**src/hdl/fifo_reader_writer_lock_defines.svh**
```systemverilog
// ---------------------------------------------------------------------------
// fifo_reader_writer_lock assertion macros
// shared assertion forms, clocked on clk and disabled during rst
// ---------------------------------------------------------------------------
`ifndef FIFO_READER_WRITER_LOCK_DEFINES_SVH
`define FIFO_READER_WRITER_LOCK_DEFINES_SVH

// property must hold at every clock edge out of reset
`define FRWL_ASSERT(label, prop, msg) \
  label: assert property (@(posedge clk) disable iff (rst) (prop)) else $error(msg);

// condition must never be seen at a clock edge out of reset
`define FRWL_NEVER(label, cond, msg) \
  `FRWL_ASSERT(label, !(cond), msg)

`endif

```
**src/hdl/frwl_pkg.sv**
```systemverilog
// ---------------------------------------------------------------------------
// frwl_pkg
// shared sizes, codes and helpers of the reader-writer lock manager
// ---------------------------------------------------------------------------
package frwl_pkg;

  // sizes
  localparam int QUEUE_DEPTH  = 16;
  localparam int PROC_ID_BITS = 8;
  localparam int IDX_W        = $clog2(QUEUE_DEPTH);
  localparam int CNT_W        = $clog2(QUEUE_DEPTH + 1);
  localparam int ENTRY_W      = PROC_ID_BITS + 1;
  localparam int OP_W         = 3;
  localparam int KIND_W       = 3;
  localparam int PID_PORT_W   = 8;
  localparam int RC_W         = 9;

  typedef logic [IDX_W-1:0]        idx_t;
  typedef logic [CNT_W-1:0]        cnt_t;
  typedef logic [ENTRY_W-1:0]      entry_t;
  typedef logic [PROC_ID_BITS-1:0] pid_t;
  typedef logic [RC_W-1:0]         rcount_t;

  localparam rcount_t READERS_MAX = '1;

  // request operations
  localparam logic [OP_W-1:0] OP_READ_LOCK    = 3'd0;
  localparam logic [OP_W-1:0] OP_READ_UNLOCK  = 3'd1;
  localparam logic [OP_W-1:0] OP_WRITE_LOCK   = 3'd2;
  localparam logic [OP_W-1:0] OP_WRITE_UNLOCK = 3'd3;
  localparam logic [OP_W-1:0] OP_TRY_READ     = 3'd4;

  // result kinds
  localparam logic [KIND_W-1:0] K_GRANTED  = 3'd0;
  localparam logic [KIND_W-1:0] K_QUEUED   = 3'd1;
  localparam logic [KIND_W-1:0] K_TRYFAIL  = 3'd2;
  localparam logic [KIND_W-1:0] K_RELEASED = 3'd3;
  localparam logic [KIND_W-1:0] K_WOKEN    = 3'd4;
  localparam logic [KIND_W-1:0] K_ERROR    = 3'd5;

  // queue index step with wrap at the queue depth
  function automatic idx_t idx_inc(input idx_t i);
    idx_t r;
    if (i == idx_t'(QUEUE_DEPTH - 1)) begin
      r = '0;
    end else begin
      r = i + idx_t'(1);
    end
    return r;
  endfunction

endpackage

```
**src/hdl/frwl_wait_ram.sv**
```systemverilog
// ---------------------------------------------------------------------------
// frwl_wait_ram
// waiter queue storage: one write port, one read port, registered read data
// ---------------------------------------------------------------------------
module frwl_wait_ram (
  input  logic             clk,
  input  logic             we,
  input  frwl_pkg::idx_t   waddr,
  input  frwl_pkg::entry_t wdata,
  input  frwl_pkg::idx_t   raddr,
  output frwl_pkg::entry_t rdata
);

  frwl_pkg::entry_t mem [frwl_pkg::QUEUE_DEPTH];

  // write port
  always_ff @(posedge clk) begin
    if (we) begin
      mem[waddr] <= wdata;
    end
  end

  // read port, registered read data
  always_ff @(posedge clk) begin
    rdata <= mem[raddr];
  end

endmodule

```
**src/hdl/fifo_reader_writer_lock.sv**
```systemverilog
// ---------------------------------------------------------------------------
// fifo_reader_writer_lock
// reader-writer lock manager with a fifo of waiting processes
// ---------------------------------------------------------------------------
// Flow: a request is taken in S_IDLE and decided in S_EXEC; its result is then
//   registered onto strobe. One request at a time: busy stays high until the
//   last result is decided. A write unlock waking a run of readers first scans
//   the run in the queue memory, then does one memory read per woken reader.
// The receiver cannot stall: each result shows for one cycle with strobe.
// Reset (rst, synchronous): lock free, queue empty; queue memory not cleared.

`include "fifo_reader_writer_lock_defines.svh"

module fifo_reader_writer_lock (
  input  logic       clk,
  input  logic       rst,
  input  logic       start,
  output logic       busy,
  input  logic [2:0] op,
  input  logic [7:0] proc_id,
  output logic       strobe,
  output logic [2:0] kind,
  output logic [7:0] who,
  output logic       last,
  output logic [8:0] reader_count,
  output logic       writer_held
);

  localparam logic [1:0] S_IDLE = 2'd0;
  localparam logic [1:0] S_EXEC = 2'd1;
  localparam logic [1:0] S_SCAN = 2'd2;
  localparam logic [1:0] S_WAKE = 2'd3;

  logic [1:0]                           state, state_next;
  logic [frwl_pkg::OP_W-1:0]            op_r;
  frwl_pkg::pid_t                       id_r;
  frwl_pkg::rcount_t                    readers_held, readers_held_next;
  logic                                 writer_flag, writer_flag_next;
  frwl_pkg::idx_t                       queue_head, queue_head_next;
  frwl_pkg::idx_t                       queue_tail, queue_tail_next;
  frwl_pkg::cnt_t                       queue_count, queue_count_next;
  frwl_pkg::cnt_t                       run, run_next;
  frwl_pkg::idx_t                       scan_ptr, scan_ptr_next;

  logic                                 res_valid;
  logic [frwl_pkg::KIND_W-1:0]          res_kind;
  frwl_pkg::pid_t                       res_who;
  logic                                 res_last;

  logic                                 mem_we;
  frwl_pkg::idx_t                       mem_waddr;
  frwl_pkg::entry_t                     mem_wdata;
  frwl_pkg::idx_t                       mem_raddr;
  frwl_pkg::entry_t                     mem_rdata;

  logic                                 accept;
  logic                                 head_writer;
  frwl_pkg::pid_t                       head_id;
  logic [frwl_pkg::RC_W:0]              woken_sum;

  assign busy        = (state != S_IDLE);
  assign accept      = start && !busy;
  assign head_writer = mem_rdata[frwl_pkg::PROC_ID_BITS];
  assign head_id     = mem_rdata[frwl_pkg::PROC_ID_BITS-1:0];
  assign woken_sum   = {1'b0, readers_held} + (frwl_pkg::RC_W + 1)'(run);

  // waiter queue memory
  frwl_wait_ram u_wait_ram (
    .clk   (clk),
    .we    (mem_we),
    .waddr (mem_waddr),
    .wdata (mem_wdata),
    .raddr (mem_raddr),
    .rdata (mem_rdata)
  );

  // request decode and queue sequencing
  always_comb begin
    state_next        = state;
    readers_held_next = readers_held;
    writer_flag_next  = writer_flag;
    queue_head_next   = queue_head;
    queue_tail_next   = queue_tail;
    queue_count_next  = queue_count;
    run_next          = run;
    scan_ptr_next     = scan_ptr;
    res_valid         = 1'b0;
    res_kind          = frwl_pkg::K_ERROR;
    res_who           = id_r;
    res_last          = 1'b1;
    mem_we            = 1'b0;
    mem_waddr         = queue_tail;
    mem_wdata         = {1'b0, id_r};
    mem_raddr         = queue_head;

    unique case (state)
      S_IDLE: begin
        // head entry is fetched while the request is taken
        mem_raddr = queue_head;
        if (accept) begin
          state_next = S_EXEC;
        end
      end

      S_EXEC: begin
        res_valid  = 1'b1;
        state_next = S_IDLE;
        mem_raddr  = frwl_pkg::idx_inc(queue_head);
        unique case (op_r)
          frwl_pkg::OP_READ_LOCK, frwl_pkg::OP_TRY_READ: begin
            if (!writer_flag && queue_count == '0) begin
              if (readers_held == frwl_pkg::READERS_MAX) begin
                res_kind = frwl_pkg::K_ERROR;
              end else begin
                readers_held_next = readers_held + frwl_pkg::rcount_t'(1);
                res_kind          = frwl_pkg::K_GRANTED;
              end
            end else if (op_r == frwl_pkg::OP_TRY_READ) begin
              res_kind = frwl_pkg::K_TRYFAIL;
            end else if (queue_count == frwl_pkg::cnt_t'(frwl_pkg::QUEUE_DEPTH)) begin
              res_kind = frwl_pkg::K_ERROR;
            end else begin
              mem_we           = 1'b1;
              mem_wdata        = {1'b0, id_r};
              queue_tail_next  = frwl_pkg::idx_inc(queue_tail);
              queue_count_next = queue_count + frwl_pkg::cnt_t'(1);
              res_kind         = frwl_pkg::K_QUEUED;
            end
          end

          frwl_pkg::OP_READ_UNLOCK: begin
            if (readers_held == '0) begin
              res_kind = frwl_pkg::K_ERROR;
            end else if (readers_held != frwl_pkg::rcount_t'(1) || queue_count == '0) begin
              readers_held_next = readers_held - frwl_pkg::rcount_t'(1);
              res_kind          = frwl_pkg::K_RELEASED;
            end else if (!head_writer) begin
              res_kind = frwl_pkg::K_ERROR;
            end else begin
              // last reader out hands the lock to the waiting writer
              readers_held_next = '0;
              writer_flag_next  = 1'b1;
              queue_head_next   = frwl_pkg::idx_inc(queue_head);
              queue_count_next  = queue_count - frwl_pkg::cnt_t'(1);
              res_kind          = frwl_pkg::K_WOKEN;
              res_who           = head_id;
            end
          end

          frwl_pkg::OP_WRITE_LOCK: begin
            if (readers_held == '0 && !writer_flag) begin
              writer_flag_next = 1'b1;
              res_kind         = frwl_pkg::K_GRANTED;
            end else if (queue_count == frwl_pkg::cnt_t'(frwl_pkg::QUEUE_DEPTH)) begin
              res_kind = frwl_pkg::K_ERROR;
            end else begin
              mem_we           = 1'b1;
              mem_wdata        = {1'b1, id_r};
              queue_tail_next  = frwl_pkg::idx_inc(queue_tail);
              queue_count_next = queue_count + frwl_pkg::cnt_t'(1);
              res_kind         = frwl_pkg::K_QUEUED;
            end
          end

          frwl_pkg::OP_WRITE_UNLOCK: begin
            if (!writer_flag) begin
              res_kind = frwl_pkg::K_ERROR;
            end else if (queue_count == '0) begin
              writer_flag_next = 1'b0;
              res_kind         = frwl_pkg::K_RELEASED;
            end else if (head_writer) begin
              queue_head_next  = frwl_pkg::idx_inc(queue_head);
              queue_count_next = queue_count - frwl_pkg::cnt_t'(1);
              res_kind         = frwl_pkg::K_WOKEN;
              res_who          = head_id;
            end else begin
              // reader at head: measure the run of readers first
              res_valid     = 1'b0;
              run_next      = frwl_pkg::cnt_t'(1);
              scan_ptr_next = frwl_pkg::idx_inc(queue_head);
              state_next    = S_SCAN;
            end
          end

          default: begin
            res_kind = frwl_pkg::K_ERROR;
          end
        endcase
      end

      S_SCAN: begin
        // read data is the entry at scan_ptr
        if (run < queue_count && !head_writer) begin
          run_next      = run + frwl_pkg::cnt_t'(1);
          scan_ptr_next = frwl_pkg::idx_inc(scan_ptr);
          mem_raddr     = frwl_pkg::idx_inc(scan_ptr);
        end else begin
          // run known: settle the final lock state, then wake one by one
          if (woken_sum > (frwl_pkg::RC_W + 1)'(frwl_pkg::READERS_MAX)) begin
            readers_held_next = frwl_pkg::READERS_MAX;
          end else begin
            readers_held_next = woken_sum[frwl_pkg::RC_W-1:0];
          end
          writer_flag_next = 1'b0;
          mem_raddr        = queue_head;
          state_next       = S_WAKE;
        end
      end

      S_WAKE: begin
        // read data is the head entry
        res_valid        = 1'b1;
        res_kind         = frwl_pkg::K_WOKEN;
        res_who          = head_id;
        res_last         = (run == frwl_pkg::cnt_t'(1));
        queue_head_next  = frwl_pkg::idx_inc(queue_head);
        queue_count_next = queue_count - frwl_pkg::cnt_t'(1);
        run_next         = run - frwl_pkg::cnt_t'(1);
        mem_raddr        = frwl_pkg::idx_inc(queue_head);
        if (run == frwl_pkg::cnt_t'(1)) begin
          state_next = S_IDLE;
        end
      end

      default: begin
        state_next = S_IDLE;
      end
    endcase
  end

  // control state
  always_ff @(posedge clk) begin
    if (rst) begin
      state        <= S_IDLE;
      readers_held <= '0;
      writer_flag  <= 1'b0;
      queue_head   <= '0;
      queue_tail   <= '0;
      queue_count  <= '0;
      run          <= '0;
      strobe       <= 1'b0;
    end else begin
      state        <= state_next;
      readers_held <= readers_held_next;
      writer_flag  <= writer_flag_next;
      queue_head   <= queue_head_next;
      queue_tail   <= queue_tail_next;
      queue_count  <= queue_count_next;
      run          <= run_next;
      strobe       <= res_valid;
    end
  end

  // request capture, scan pointer and result payload
  always_ff @(posedge clk) begin
    scan_ptr <= scan_ptr_next;
    if (accept) begin
      op_r <= op;
      id_r <= proc_id[frwl_pkg::PROC_ID_BITS-1:0];
    end
    if (res_valid) begin
      kind         <= res_kind;
      who          <= frwl_pkg::PID_PORT_W'(res_who);
      last         <= res_last;
      reader_count <= readers_held_next;
      writer_held  <= writer_flag_next;
    end
  end

  // checks
  `FRWL_NEVER(a_queue_bound, queue_count > frwl_pkg::cnt_t'(frwl_pkg::QUEUE_DEPTH), "queue count beyond depth")
  `FRWL_NEVER(a_writer_excl, writer_flag && readers_held != '0, "writer and readers hold the lock")
  `FRWL_NEVER(a_wake_run, state == S_WAKE && (run == '0 || run > queue_count), "wake run out of range")
  `FRWL_ASSERT(a_accept_exec, accept |=> state == S_EXEC, "accepted request not executed")

endmodule

```
**config.mk**
```make
export PLATFORM = sky130hd
export DESIGN_NAME = fifo_reader_writer_lock
export DESIGN_NICKNAME = d
export VERILOG_FILES = /design/src/hdl/frwl_pkg.sv /design/src/hdl/frwl_wait_ram.sv /design/src/hdl/fifo_reader_writer_lock.sv
export VERILOG_INCLUDE_DIRS = /design/src /design/src/hdl
export SDC_FILE = /design/constraint.sdc
export NUM_CORES = 1
export LEC_CHECK = 0
export ABC_AREA = 1
export BUFFER_PORTS_ARGS = -buffer_cell sky130_fd_sc_hd__buf_2
export CAP_MARGIN = 20
export CORE_AREA = 2 2 164 166
export CTS_CLUSTER_DIAMETER = 40
export DETAILED_ROUTE_END_ITERATION = 10
export DIE_AREA = 0 0 166 168
export PLACE_DENSITY = 0.58
export SYNTH_ARGS = -nofsm -noshare
export SYNTH_HDL_FRONTEND = slang
export SYNTH_SLANG_ARGS = --single-unit
```
**constraint.sdc**
```tcl
create_clock -name clk -period 2.78 [get_ports clk]
set_clock_uncertainty 0.05 [all_clocks]
set_input_delay 0 -clock clk [delete_from_list [all_inputs] [get_ports clk]]
set_output_delay 0 -clock clk [all_outputs]
set_load 0.005 [all_outputs]
```
==> reports/results.txt <==
Clock Sinks -> 221
Sequential area share after synthesis -> 0.539
First-pass GRT wire length -> 49100 um
Most frequent cells in the layout -> 237 x nand2_1, 225 x nand3_1, 212 x inv_1
Sw Share -> 0.422
PwrDens -> 1170 mW/mm^2
Max incr delay on CP -> 540 ps
Post-DP HPWL -> 21700 um
Clk Latency, worst-skew pair -> 520 ps
Initial antenna violation count -> 0
H-Tree Depth -> 2
Core area -> 0.0264 sq mm
CP Max Fanout -> 7
Hold WC Path Type -> in -> reg
Final count of hold timing violations -> 0
Layout Cells excl Fill -> 1753
Pleak -> 5.93 nW
Hold WS -> 150 ps
Post-route worst setup slack -> 162 ps
GRT Util Overall -> 0.228
Clk slew on worst S/H paths -> 60 ps
Clock share of power -> 0.273
Most common cell after layout, fill and taps aside -> nand2_1
Drt first pass iters -> 5
Cells after Synth -> 1283
Post-synth cell types -> 45
CP required -> 2980 ps
Syn-to-layout area delta -> 19.3%
CP Capture Type -> register
Post-synthesis area per instance -> 9.02 sq um
FILL cells -> 2442
Reg area -> 0.00624 sq mm
Slowest-stage cell, CP -> dfxtp_1
VDD IR-drop max -> 0.891 mV
Share of cells above drive strength 1 -> 0.155
Critical-path cell list -> ha_1 -> nand2_1 -> o21ai_0 -> a21oi_1 -> nor2_1 -> inv_1 -> o21ai_0 -> a22oi_1 -> nand2_1
DR DRC count -> 0
IO Count -> 38
Clk root buf -> clkbuf_16
Sequential Power Share -> 0.293
RSZ-0062 raised after global routing -> false
Vias/cell -> 5.26
CTS buffer count -> 36
Final setup viols -> 0
Yosys warning total -> 0
Gpl congestion -> 0.925
Worst Path Buf+Inv -> 1
Die Height -> 168 um
Vias in the first global route -> 8771
Status -> finished clean
Final cycle utilization of the critical path -> 0.942
Ant diodes -> 0
Measured slew at the worst slew-check pin -> 870 ps
PortBufs -> 37
Pin count of the biggest net entering global routing -> 64
Seq cells post-synth -> 221
Die ar. -> 0.0279 sq mm
Max Cap Viol -> 0
CTS tree -> built
Initial Util -> 0.439
Nets -> 1427
Cell Rows -> 60
Slew margin rel. -> 0.420
WS Path Type -> reg -> reg
Final ANT Viol Nets -> 0
Syn Nets -> 1326
CP startpoint kind -> register
Psw -> 6.83 mW
Crit path max-delay family -> compound AO/OA/AOI/OAI gates
Arrival time worst endpoint -> 2810 ps
Bufs on Longest Clock Path -> 3
Die Width -> 166 um
DP Cell Count -> 1671
Via count -> 9214
Drt first-iter violations -> 804
WL per Instance -> 18.4 um
Fin crit period -> 2620 ps
Max Freq -> 0.382 GHz
Pins Over Slew Limit -> 0
Grt ovf -> 0
Syn Std Cell Area -> 0.0116 sq mm
Footprint of the multi-input gates -> 0.00422 sq mm
Combinational share of power -> 0.433
Internal power -> 9.36 mW
Total Routed Length -> 32200 um
Place WS -> -102 ps
-- through the flow --
stage	setup TNS, ps	area [sq um]	power, mW	util
floorplan	0	11600	9.24	-
global placement	-278	12400	11.6	0.471
detailed placement	-557	12400	11.6	0.471
CTS	0	13700	16.1	0.521
global route	0	13800	17.2	0.524
finish	0	13800	16.2	0.524
-- cell type report --
type,instances,share of cell area
tap,341,0.0309
clock buffer,41,0.0689
clock inverter,25,0.0184
inverter,230,0.0634
timing repair buffer,107,0.0606
sequential,221,0.452
multi-input combinational,788,0.306
-- cell usage after synthesis --
cell type  count  area [sq um]
o21ai_2        2          17.5
mux2i_1        1          10.0
nand3_2        3          30.0
nand3b_1      19           143
nand2_1      238           893
a21oi_2        5          43.8
o22ai_1        7          43.8
buf_1          1          3.75
o21ai_1       11          55.1
a21oi_1       51           255
clkbuf_1      12          45.0
inv_1        212           796
nor3_2         2          20.0
nand4_1       13          81.3
nor3_4         1          16.3
nor2_1        60           225
nand4_4        1          21.3
clkinv_2       1          5.00
dfxtp_1       40           801
xnor2_1        7          61.3
xor2_1        10          87.6
edfxtp_1     181          5440
nand3_1      225          1130
clkinv_1       1          3.75
a311oi_1       1          8.76
inv_4          1          6.26
o221ai_1       1          8.76
a22oi_1        2          15.0
nand2_2       10          62.6
o31ai_1        3          22.5
fa_1           1          20.0
ha_1          28           350
nand3_4        2          35.0
buf_4          6          45.0
a211oi_1       3          22.5
nor3_1         8          40.0
o211ai_1       2          15.0
buf_6          7          78.8
inv_2         15          56.3
a31oi_1        5          31.3
o21ai_0       46           230
nor2_4         7          78.8
nand2_4       10           113
nor2_2         3          18.8
buf_2         18          90.1
-- worst paths after layout --
kind,start,to,slack [ps],cells after the start
worst max-delay path,readers_held[3],reader_count[2],160,9
worst min-delay path,proc_id[2],id_r[2],150,2
worst max register to register,readers_held[3],reader_count[2],160,9
worst min register to register,queue_count[4],queue_count[4],450,2
-- power by group through the flow --
stage / Clock [mW] / Sequential, mW / Combinational, mW
floorplan: 0 / 4.62 / 4.62
global placement: 0 / 4.81 / 6.80
detailed placement: 0 / 4.81 / 6.81
CTS: 4.51 / 4.75 / 6.87
global route: 4.65 / 4.80 / 7.77
finish: 4.43 / 4.75 / 7.01
-- metal layers --
layer | up-vias | wire length [um] | GRT usage
met5 | - | 0 | 0
met4 | 0 | 1200 | 0.101
met3 | 73 | 1780 | 0.0350
met2 | 288 | 16000 | 0.388
met1 | 4369 | 13200 | 0.289
li1 | 4484 | - | -
-- flip-flops by register name (all words and copies together), names as in the netlist, 4 cells and up, named ones only --
name and flops:
scan_ptr 4, reader_count 9, run 5, u_wait_ram.rdata 9, id_r 8, queue_count 5, mem_waddr 4, who 8
readers_held 9, u_wait_ram.mem 144, queue_head 4
-- cells by family (layout without fill, tap and decap cells) --
family / after synthesis / in the layout / share of synthesized area
adders and majority gates: 29 / 29 / 0.0320
xor gates and xnor gates: 17 / 17 / 0.0129
buffers and inverters: 274 / 403 / 0.0977
DFF: 221 / 221 / 0.539
muxes: 1 / 1 / 0.000865
and+or+nand+nor: 602 / 602 / 0.251
AOI/OAI and AO/OA: 139 / 139 / 0.0665
-- what timing repair did --
item                                    in CTS  in global routing
setup buffers                                0                  2
hold endpoints to repair                    29                  0
gates resized for setup                      1                  5
gates cloned                                 0                  1
pin swaps                                    0                  2
endpoints found under the setup margin       7                  9
hold buffers                                13                  0
Note: power is estimated with default switching activity, not from simulation.
